File: src/hw/rtl/rtlpm_pkg.sv
// ----------------------------------------------------------------------------
// rtlpm_pkg
// Types, codes and sizes shared by the route table engine.
// ----------------------------------------------------------------------------
package rtlpm_pkg;

  localparam int TABLE_ENTRIES = 32;
  localparam int IDX_W         = $clog2(TABLE_ENTRIES);

  localparam int IP_W   = 32;
  localparam int PORT_W = 8;
  localparam int MAC_W  = 48;
  localparam int HOPS_W = 8;
  localparam int LIFE_W = 16;

  localparam int IN_DATA_W  = 144;
  localparam int OUT_DATA_W = 64;

  localparam logic [LIFE_W-1:0] LIFE_FOREVER = '1;

  typedef enum logic [1:0] {
    CMD_LOOKUP = 2'd0,
    CMD_UPDATE = 2'd1,
    CMD_TICK   = 2'd2,
    CMD_NONE   = 2'd3
  } cmd_e;

  typedef enum logic [1:0] {
    STS_OK      = 2'd0,
    STS_NOROUTE = 2'd1,
    STS_REJECT  = 2'd2,
    STS_FULL    = 2'd3
  } status_e;

  typedef enum logic [1:0] {
    ST_IDLE,
    ST_SCAN,
    ST_DRAIN,
    ST_COMMIT
  } state_e;

  typedef struct packed {
    logic [IP_W-1:0]   dest;
    logic [IP_W-1:0]   mask;
    logic [PORT_W-1:0] port;
    logic [MAC_W-1:0]  mac;
    logic [HOPS_W-1:0] hops;
    logic [LIFE_W-1:0] life;
  } entry_t;

  typedef struct packed {
    cmd_e              cmd;
    logic [IP_W-1:0]   ip;
    logic [IP_W-1:0]   mask;
    logic [PORT_W-1:0] port;
    logic [MAC_W-1:0]  mac;
    logic [HOPS_W-1:0] hops;
    logic [LIFE_W-1:0] life;
  } req_t;

  typedef struct packed {
    logic start;
    logic scan;
    logic commit;
  } ctl_cmd_t;

  typedef struct packed {
    logic scan_last;
    logic out_free;
  } ctl_sts_t;

endpackage

File: src/hw/rtl/rtlpm_ctrl.sv
// ----------------------------------------------------------------------------
// rtlpm_ctrl
// Sequencer: accept a transaction, sweep the table, commit the result.
// ----------------------------------------------------------------------------
module rtlpm_ctrl import rtlpm_pkg::*; (
  input  logic     clk_i,
  input  logic     rst_ni,
  input  logic     in_valid_i,
  output logic     in_ready_o,
  input  ctl_sts_t sts_i,
  output ctl_cmd_t cmd_o
);

  state_e state_q, state_d;

  always_ff @(posedge clk_i or negedge rst_ni) begin
    if (!rst_ni) begin
      state_q <= ST_IDLE;
    end else begin
      state_q <= state_d;
    end
  end

  always_comb begin
    state_d = state_q;
    unique case (state_q)
      ST_IDLE: begin
        if (in_valid_i) state_d = ST_SCAN;
      end
      ST_SCAN: begin
        if (sts_i.scan_last) state_d = ST_DRAIN;
      end
      ST_DRAIN: begin
        state_d = ST_COMMIT;
      end
      ST_COMMIT: begin
        if (sts_i.out_free) state_d = ST_IDLE;
      end
      default: begin
        state_d = ST_IDLE;
      end
    endcase
  end

  always_comb begin
    in_ready_o = 1'b0;
    cmd_o      = '0;
    unique case (state_q)
      ST_IDLE: begin
        in_ready_o   = 1'b1;
        cmd_o.start  = in_valid_i;
      end
      ST_SCAN: begin
        cmd_o.scan = 1'b1;
      end
      ST_DRAIN: begin
      end
      ST_COMMIT: begin
        cmd_o.commit = sts_i.out_free;
      end
      default: begin
      end
    endcase
  end

endmodule

File: config.mk
export PLATFORM = sky130hd
export DESIGN_NAME = rtlpm_ctrl
export DESIGN_NICKNAME = d
export VERILOG_FILES = /design/src/hw/rtl/rtlpm_pkg.sv /design/src/hw/rtl/rtlpm_ctrl.sv
export SDC_FILE = /design/constraint.sdc
export NUM_CORES = 1
export LEC_CHECK = 0
export ABC_AREA = 1
export BUFFER_PORTS_ARGS = -buffer_cell sky130_fd_sc_hd__buf_2
export CELL_PAD_IN_SITES_DETAIL_PLACEMENT = 1
export CELL_PAD_IN_SITES_GLOBAL_PLACEMENT = 2
export CORE_AREA = 2 2 39 41
export CTS_CLUSTER_DIAMETER = 30
export CTS_CLUSTER_SIZE = 14
export DETAILED_ROUTE_END_ITERATION = 16
export DIE_AREA = 0 0 41 43
export PLACE_DENSITY_LB_ADDON = 0.1
export SYNTH_ARGS = -nofsm -noshare
export SYNTH_HDL_FRONTEND = slang
export SYNTH_SLANG_ARGS = --single-unit
export TNS_END_PERCENT = 30
File: constraint.sdc
create_clock -name clk_i -period 0.97 [get_ports clk_i]
set_input_delay 0.194 -clock clk_i [delete_from_list [all_inputs] [get_ports clk_i]]
set_output_delay 0.194 -clock clk_i [all_outputs]
set_load 0.02 [all_outputs]
==> flow_metrics.env, run 1 <==
export IMPL_clockRootBuffer="clkbuf_4"
export IMPL_rsz0062_at_grt="yes"
export IMPL_p_leak_nw=0.226
export IMPL_grt_ovfl_total=0
export IMPL_cp_slowest_cell="dfrtp_2"
export IMPL_final_cell_mix="6 x nand2_1, 6 x inv_1, 5 x buf_2, 5 x buf_4"
export IMPL_ys_top_cells_by_area="dfrtp_1 24%, ha_1 24%, inv_1 16%, nand2_1 13%, nand2_2 6.1%"
export IMPL_coreArea_sq_um=1380
export IMPL_synth_top_area_share_pct=24.2
export IMPL_hold_viol_final=0
export IMPL_gp_congestion=0.690
export IMPL_rr_worst_depth=7
export IMPL_clk_pin_slew_ps=30
export IMPL_nets=55
export IMPL_cts_sinks=2
export IMPL_die_height_microns=43
export IMPL_finClkSkew_ps=3.65
export IMPL_timing_fmax_ghz=0.780
export IMPL_power_per_cell_area_nw_per_um2=3290
export IMPL_fin_area_sq_um=388
export IMPL_hold_class="input pin to asynchronous set/reset pin"
export IMPL_ys_seq_area_share_pct=24.2
export IMPL_rrSetupSlack_ps=-160
export IMPL_critical_path_cell_chain="inv_2, ha_4, nand2_2, inv_2, buf_6"
export IMPL_r2r_start="state_q[1]"
export IMPL_drtIter0Drc=0
export IMPL_synth_top_area_cell="dfrtp_1"
export IMPL_irDropWorstVdd_v=0.00105
export IMPL_rows=14
export IMPL_start_kind="flop"
export IMPL_synth_nets=37
export IMPL_die_area_sq_um=1760
export IMPL_via_per_inst=3.70
export IMPL_area_growth_pct=87.9
export IMPL_status="finished, violations left"
export IMPL_post_route_min_period_ps=1280
export IMPL_placed_area_sq_um=302
export IMPL_yosysWarnings=0
export IMPL_max_flop_register="state_q"
export IMPL_drc_errors=0
export IMPL_end_kind="output pin"
export IMPL_crit_path_frequent_cell="inv_2"
export IMPL_fillers=170
export IMPL_layout_worst_path_cycle_share_pct=132
export IMPL_syn_avg_cell_area_sq_um=7.37
export IMPL_syn_area_sq_um=206
export IMPL_post_dp_hpwl_microns=416
export IMPL_clock_latency_ps=220
export IMPL_num_vias=222
export IMPL_setup_ws_ps=-313
export IMPL_initial_core_util_pct=14.9
export IMPL_relSlewSlack_pct=90.8
export IMPL_drtPass1Iterations=1
export IMPL_ys_types=8
export IMPL_final_max_slew_viol_count=0
export IMPL_holdWs_ps=283
export IMPL_tritoncts="built"
export IMPL_antenna_found_initial=0
export IMPL_io_buffers=8
export IMPL_largestRegisters="state_q: 2 flops"
export IMPL_tightest_slew_ps=138
export IMPL_first_global_vias=243
export IMPL_htreeDepth=1
export IMPL_arrival_ps=1090
export IMPL_diodes=0
export IMPL_setup_worst_path_class="flop to output pin"
export IMPL_ant_nets=0
export IMPL_grt_pass1_wl_microns=959
export IMPL_grt_max_degree=5
export IMPL_routed_wl_microns=527
export IMPL_drive_gt1_share_pct=61.4
export IMPL_reg2reg_to="state_q[1]"
export IMPL_numCtsBuffers=3
export IMPL_die_w_microns=41
export IMPL_wl_per_cell_microns=8.78
export IMPL_ys_ff_latch=2
export IMPL_grt_total_usage_pct=8.22
export IMPL_critPathRequiredTime_ps=780
export IMPL_setup_violations=6
export IMPL_critPathMaxFanout=4
export IMPL_syn_inst=28
export IMPL_largest_register_ff_count=2
export IMPL_cap_violations=0
export IMPL_slowest_delay_ps=420
export IMPL_num_io_pins=9
export IMPL_cts_buffer_depth=2
export IMPL_violations="setup timing"
## worst max-delay path by stage
stage / start / endpoint / slack, ps / depth (start not counted)
3_5_place_dp: state_q[0] / cmd_o[0] / -170 / 4
6_report: state_q[0] / cmd_o[2] / -310 / 5
4_1_cts: state_q[0] / cmd_o[0] / -330 / 4
5_1_grt: state_q[1] / cmd_o[2] / -380 / 5
2_1_floorplan: state_q[0] / cmd_o[2] / -60 / 4
3_3_place_gp: state_q[0] / cmd_o[2] / -160 / 5
## synth_stat cells, drive strengths merged
library cell / instances
nand2: 10
inv: 9
ha: 4
dfrtp: 2
nand4: 2
nand3: 1
## report_power, final
part | leakage, nW | internal, mW | switching, mW
sequential | 0.0230 | 0.136 | 0.0548
clock | 0.0138 | 0.136 | 0.0468
combinational | 0.189 | 0.449 | 0.453
## logic make-up after synthesis
| logic type | count (synthesis) | synth area share (%) |
|---|---|---|
| buffers and inverters | 9 | 16.4 |
| and+or+nand+nor | 13 | 35.2 |
| DFF | 2 | 24.2 |
| adders and majority gates | 4 | 24.2 |
## final cells by class
class	count	area, sq um	area share (%)
clock buffers	3	22.5	5.81
inverters	9	33.8	8.71
multi-input cells	17	165	42.6
flip-flops and latches	2	51.3	13.2
well taps	16	20.0	5.16
repair buffers	13	95.1	24.5
## what timing repair did
action,CTS,global route
buffers inserted,3,0
hold endpoints to repair,2,0
pin swaps,2,0
endpoints found under the setup margin,6,6
hold buffers,1,0
gates resized for setup,8,1
## worst max-delay path, delay by kind of cell, from the launching register on
family | cells | cell delay (ps)
DFF | 1 | 420
buffers and inverters | 3 | 240
adders and majority gates | 1 | 150
and+or+nand+nor | 1 | 50
## layer usage
| layer | vias to the layer above | global-route usage (%) | wire (microns) |
|---|---|---|---|
| met3 | 0 | 3.14 | 12 |
| li1 | 117 | - | - |
| met4 | 0 | 6.00 | 0 |
| met5 | - | 0 | 0 |
| met2 | 2 | 12.2 | 301 |
| met1 | 103 | 8.97 | 213 |
## through the flow
step / worst slack (ps) / power [mW] / cells / utilization, % / setup TNS (ps)
after floorplan: -58.6 / 0.719 / 28 / - / -198
after global placement: -163 / 0.891 / 53 / 21.8 / -750
after detailed placement: -167 / 0.901 / 53 / 21.8 / -767
after CTS: -332 / 1.28 / 60 / 27.5 / -1570
after global routing: -379 / 1.40 / 60 / 28.0 / -1860
final: -313 / 1.27 / 60 / 28.0 / -1500
(Power assumes the default switching activity.)
==> inputs of run 2 (changes only) <==
Settings changed: BUFFER_PORTS_ARGS -buffer_cell sky130_fd_sc_hd__buf_2 to default, DONT_BUFFER_PORTS from default to 1.
==> run 2 against run 1 <==
- the flow still finishes with violations (setup timing)
- worst setup slack improved by 64 ps
- via count fell by 16%
- critical path depth down 2
- critical path type unchanged
- utilization is 3.6 points lower
- maximum frequency up 5.2%
- global-route usage is 1.7 points lower
- largest cell class unchanged
- power is 8.5% lower
==> flow_metrics.env, run 2 (synthesized netlist as in run 1, its figures left out) <==
export IMPL_status="finished, violations left"
export IMPL_violations="setup timing"
export IMPL_area_growth_pct=63.6
export IMPL_final_max_slew_viol_count=0
export IMPL_drc_errors=0
export IMPL_fillers=169
export IMPL_dp_cells=46
export IMPL_tritoncts="built"
export IMPL_setup_violations=6
export IMPL_grt_busiest_layer="met2"
export IMPL_post_dp_hpwl_microns=362
export IMPL_hold_class="input pin to asynchronous set/reset pin"
export IMPL_numCtsBuffers=3
export IMPL_num_vias=187
export IMPL_die_height_microns=43
export IMPL_grt_ovfl_total=0
export IMPL_rows=14
export IMPL_gr_usage_met1_pct=7.07
export IMPL_coreArea_sq_um=1380
export IMPL_die_w_microns=41
export IMPL_layout_worst_path_cycle_share_pct=126
export IMPL_nets=46
export IMPL_first_global_vias=185
export IMPL_power_per_cell_area_nw_per_um2=3450
export IMPL_max_flop_register="state_q"
export IMPL_cts_buffer_depth=2
export IMPL_use_met3_pct=3.14
export IMPL_met2_usage_pct=8.75
export IMPL_gp_congestion=0.661
export IMPL_multiInputGateArea_sq_um=160
export IMPL_timing_fmax_ghz=0.820
export IMPL_largestRegisters="state_q: 2 flops"
export IMPL_cap_violations=0
export IMPL_placed_area_sq_um=282
export IMPL_setup_ws_ps=-249
export IMPL_cts_sinks=2
export IMPL_via_per_inst=3.67
export IMPL_routed_wl_microns=441
export IMPL_end_kind="output pin"
export IMPL_ant_nets=0
export IMPL_hold_viol_final=0
export IMPL_post_route_min_period_ps=1220
export IMPL_grt_pass1_wl_microns=724
export IMPL_htreeDepth=1
export IMPL_largest_register_ff_count=2
export IMPL_relSlewSlack_pct=89.4
export IMPL_wl_per_cell_microns=8.65
export IMPL_clk_pin_slew_ps=30
export IMPL_final_cell_mix="5 x inv_1, 5 x nand2_1, 3 x nand2_2, 3 x clkbuf_4"
export IMPL_die_area_sq_um=1760
export IMPL_setup_worst_path_class="flop to output pin"
export IMPL_diodes=0
export IMPL_register_area_sq_um=51.3
export IMPL_start_kind="flop"
export IMPL_finClkSkew_ps=1.81
export IMPL_p_leak_nw=0.184
export IMPL_clock_latency_ps=220
export IMPL_grt_total_usage_pct=6.53
export IMPL_num_io_pins=9
export IMPL_critPathMaxFanout=4
export IMPL_grt_max_degree=5
export IMPL_fin_area_sq_um=338
export IMPL_drive_gt1_share_pct=57.1
export IMPL_io_buffers=0
export IMPL_antenna_found_initial=0
export IMPL_rsz0062_at_grt="yes"
export IMPL_clockRootBuffer="clkbuf_4"
export IMPL_arrival_ps=1020
export IMPL_critPathRequiredTime_ps=780
export IMPL_drtIter0Drc=6
export IMPL_fin_cells=51
export IMPL_irDropWorstVdd_v=0.000988
export IMPL_initial_core_util_pct=14.9
export IMPL_tightest_slew_ps=159
export IMPL_drtPass1Iterations=3
run 2: cell types whose count changed in the layout (fill, tap and decap cells not counted):
cell     previous run  this run
inv_2               3         2
buf_6               2         0
nand2_2             2         3
buf_2               5         0
inv_4               0         2
buf_12              0         1
nand3_4             1         0
inv_1               6         5
buf_4               5         2
nand2_1             6         5
nand3_2             0         1
run 2: path summary, 6_finish.rpt:
kind | slack [ps] | depth (start not counted) | from | to
max in group asynchronous | 630 | 1 | rst_ni | state_q[0]
min in group clk_i | 270 | 4 | sts_i[0] | state_q[1]
min reg2reg | 560 | 2 | state_q[0] | state_q[0]
max | -250 | 3 | state_q[1] | in_ready_o
max reg2reg | -180 | 7 | state_q[1] | state_q[1]
min | 210 | 1 | rst_ni | state_q[1]
run 2: layout make-up:
cell class | instances | area share (%)
clock buffers | 3 | 6.67
inverters | 9 | 11.5
multi-input cells | 17 | 47.4
flip-flops and latches | 2 | 15.2
well taps | 16 | 5.93
repair buffers | 4 | 13.3
run 2: repair_timing:
action | 4_1_cts | 5_1_grt
endpoints found under the hold margin | 2 | 0
pin swaps | 2 | 1
gates resized for setup | 5 | 2
setup buffers | 1 | 0
hold buffers | 1 | 0
endpoints found under the setup margin | 6 | 6
run 2: report_power, final:
group / leakage (nW) / switching, mW / internal [mW]
logic: 0.147 / 0.415 / 0.371
registers: 0.0230 / 0.0673 / 0.136
clock network: 0.0138 / 0.0415 / 0.136
run 2: critical path, cell delays in order, from the launching register on:
cell and delay, ps:
dfrtp_1 400, inv_2 90, ha_4 170, buf_4 150
run 2: per-layer routing:
metal,part of all wire (%),vias up,wire (microns)
met4,0,0,0
met1,40,88,177
met2,57,2,251
met5,0,-,0
li1,-,97,-
met3,2.7,0,12
run 2: per-stage QoR:
step                hold slack, ps  total power, mW  utilization, %  setup WS (ps)  TNS (ps)
floorplan                     -102            0.719               -          -58.6      -198
global placement              -102            0.938            20.3           -139      -536
detailed placement            -102            0.933            20.3           -142      -549
CTS                            202             1.19            24.1           -270     -1430
global route                   209             1.30            24.4           -294     -1650
finish                         207             1.17            24.4           -249     -1300
==> inputs of run 3 (changes only) <==
Settings changed: ABC_AREA 1 to default, SLEW_MARGIN from default to 20.
==> run 3 against run 2 <==
- final cell count down 12%
- maximum frequency down 18%
- via count down 15%
- power down 1.0%
- hold slack worse by 2.1 ps
- register-to-register slack worse by 330 ps
- clock-buffer cell count unchanged
- critical path depth up 1
- clock power up 3%
- die area unchanged
- the run still ends with setup timing left
- synthesized cell count down 39%
==> flow_metrics.env, run 3 <==
export IMPL_status="finished, violations left"
export IMPL_violations="setup timing"
export IMPL_largest_register_ff_count=2
export IMPL_coreArea_sq_um=1380
export IMPL_syn_avg_cell_area_sq_um=9.86
export IMPL_tritoncts="built"
export IMPL_first_global_vias=164
export IMPL_finClkSkew_ps=4.53
export IMPL_drive_gt1_share_pct=65.5
export IMPL_ys_ff_latch=2
export IMPL_die_area_sq_um=1760
export IMPL_clockRootBuffer="clkbuf_4"
export IMPL_area_growth_pct=83.6
export IMPL_ant_nets=0
export IMPL_post_route_min_period_ps=1480
export IMPL_timing_fmax_ghz=0.674
export IMPL_critPathRequiredTime_ps=1070
export IMPL_post_dp_hpwl_microns=336
export IMPL_critPathMaxFanout=3
export IMPL_cap_violations=0
export IMPL_yosysMostFrequentCell="inv_1"
export IMPL_diodes=0
export IMPL_die_w_microns=41
export IMPL_ys_top_cells_by_area="dfrtp_1 30%, ha_1 30%, inv_1 11%, mux2_1 6.7%, a222oi_1 6.0%"
export IMPL_ys_seq_area_share_pct=29.9
export IMPL_ys_types=9
export IMPL_cts_sinks=2
export IMPL_final_common_cell="buf_4"
export IMPL_setup_ws_ps=-514
export IMPL_synth_top_area_cell="dfrtp_1"
export IMPL_arrival_ps=1580
export IMPL_clk_pin_slew_ps=30
export IMPL_antenna_found_initial=0
export IMPL_num_io_pins=9
export IMPL_final_cell_mix="7 x buf_4, 3 x inv_1, 3 x clkbuf_4"
export IMPL_numCtsBuffers=3
export IMPL_cts_buffer_depth=2
export IMPL_p_leak_nw=0.162
export IMPL_drc_errors=0
export IMPL_hold_class="input pin to asynchronous set/reset pin"
export IMPL_synth_top_area_share_pct=29.9
export IMPL_syn_area_sq_um=168
export IMPL_final_max_slew_viol_count=0
export IMPL_layout_worst_path_cycle_share_pct=153
export IMPL_yosysWarnings=0
export IMPL_via_per_inst=3.53
export IMPL_irDropWorstVdd_v=0.00112
export IMPL_slowest_delay_ps=400
export IMPL_io_buffers=0
export IMPL_critical_path_cell_chain="ha_2, a222oi_1, buf_4, mux2_4"
export IMPL_routed_wl_microns=419
export IMPL_wl_per_cell_microns=9.31
export IMPL_htreeDepth=1
export IMPL_syn_inst=17
export IMPL_rsz0062_at_grt="yes"
export IMPL_power_per_cell_area_nw_per_um2=3750
export IMPL_drtIter0Drc=1
export IMPL_synth_common_cells="5 x inv_1, 4 x ha_1, 2 x dfrtp_1"
export IMPL_pre_cts_slack_ps=-564
export IMPL_clock_latency_ps=220
export IMPL_gp_congestion=0.583
export IMPL_initial_core_util_pct=12.1
export IMPL_async_flop_share_pct=100
export IMPL_drtPass1Iterations=4
export IMPL_setup_violations=6
export IMPL_start_kind="flop"
export IMPL_nets=40
export IMPL_rows=14
export IMPL_max_flop_register="state_q"
export IMPL_tightest_slew_ps=270
export IMPL_num_vias=159
export IMPL_grt_max_degree=4
export IMPL_largestRegisters="state_q: 2 flops"
export IMPL_power_total_mw=1.15
export IMPL_ys_flop_type="dfrtp_1"
export IMPL_grt_total_usage_pct=6.11
export IMPL_setup_tns_ps=-2130
export IMPL_end_kind="flop"
export IMPL_grt_ovfl_total=0
export IMPL_synth_nets=26
export IMPL_relSlewSlack_pct=82.0
export IMPL_setup_worst_path_class="flop to flop"
export IMPL_cp_slowest_cell="dfrtp_1"
export IMPL_cp_top_family="flip-flops"
export IMPL_grt_pass1_wl_microns=662
export IMPL_synth_edf_count=0
export IMPL_die_height_microns=43
export IMPL_cp_num_buf_inv=1
export IMPL_hold_viol_final=0
[run 3: per-layer routing]
layer | routed length, microns | track usage [%] | part of all wire, % | vias to the layer above
met5 | 0 | 0 | 0 | -
met4 | 0 | 6.00 | 0 | 0
met3 | 39 | 3.14 | 9.3 | 0
met2 | 200 | 8.13 | 48 | 9
met1 | 179 | 6.39 | 43 | 72
li1 | - | - | - | 78
[run 3: through the flow]
step | area [sq um] | util, % | hold WS [ps] | cells
floorplan | 183 | - | -102 | 17
global route | 308 | 22.2 | 208 | 45
finish | 308 | 22.2 | 204 | 45
detailed placement | 255 | 18.4 | -102 | 40
global placement | 255 | 18.4 | -102 | 40
CTS | 297 | 21.4 | 196 | 44
[run 3: layout make-up]
type                    count  area [sq um]
fillers                   156          1080
multi-input cells          10           123
repair buffers              9          73.8
flip-flops and latches      2          50.0
clock buffers               3          22.5
well taps                  16          20.0
inverters                   5          18.8
[run 3: timing repair]
| action | in CTS | in global routing |
|---|---|---|
| endpoints found under the hold margin | 2 | 0 |
| buffers inserted | 0 | 1 |
| pin swaps | 2 | 1 |
| endpoints found under the setup margin | 6 | 6 |
| gates resized for setup | 4 | 2 |
| hold buffers | 1 | 0 |
[run 3: logic make-up (layout without fill, tap and decap cells)]
| kind of cell | after synthesis | count (layout) | share of synthesized area (%) |
|---|---|---|---|
| compound gates | 1 | 1 | 5.97 |
| fa+ha+maj | 4 | 4 | 29.9 |
| flops | 2 | 2 | 29.9 |
| buf+inv | 5 | 17 | 11.2 |
| simple gates | 3 | 3 | 10.4 |
| mux | 2 | 2 | 12.7 |
[run 3: report_power, final]
group | internal [mW] | switching (mW)
clock network | 0.136 | 0.0455
registers | 0.133 | 0.0462
logic | 0.459 | 0.335
total | 0.728 | 0.427
[run 3: final timing paths]
kind                       startpoint    endpoint  slack [ps]  cells past startpoint
max                        state_q[1]  state_q[1]        -510                      4
min                            rst_ni  state_q[0]         200                      1
max reg2reg                state_q[1]  state_q[1]        -510                      4
min reg2reg                state_q[0]  state_q[0]         720                      3
max in group asynchronous      rst_ni  state_q[1]         640                      1
min in group clk_i           sts_i[1]  state_q[1]         430                      4
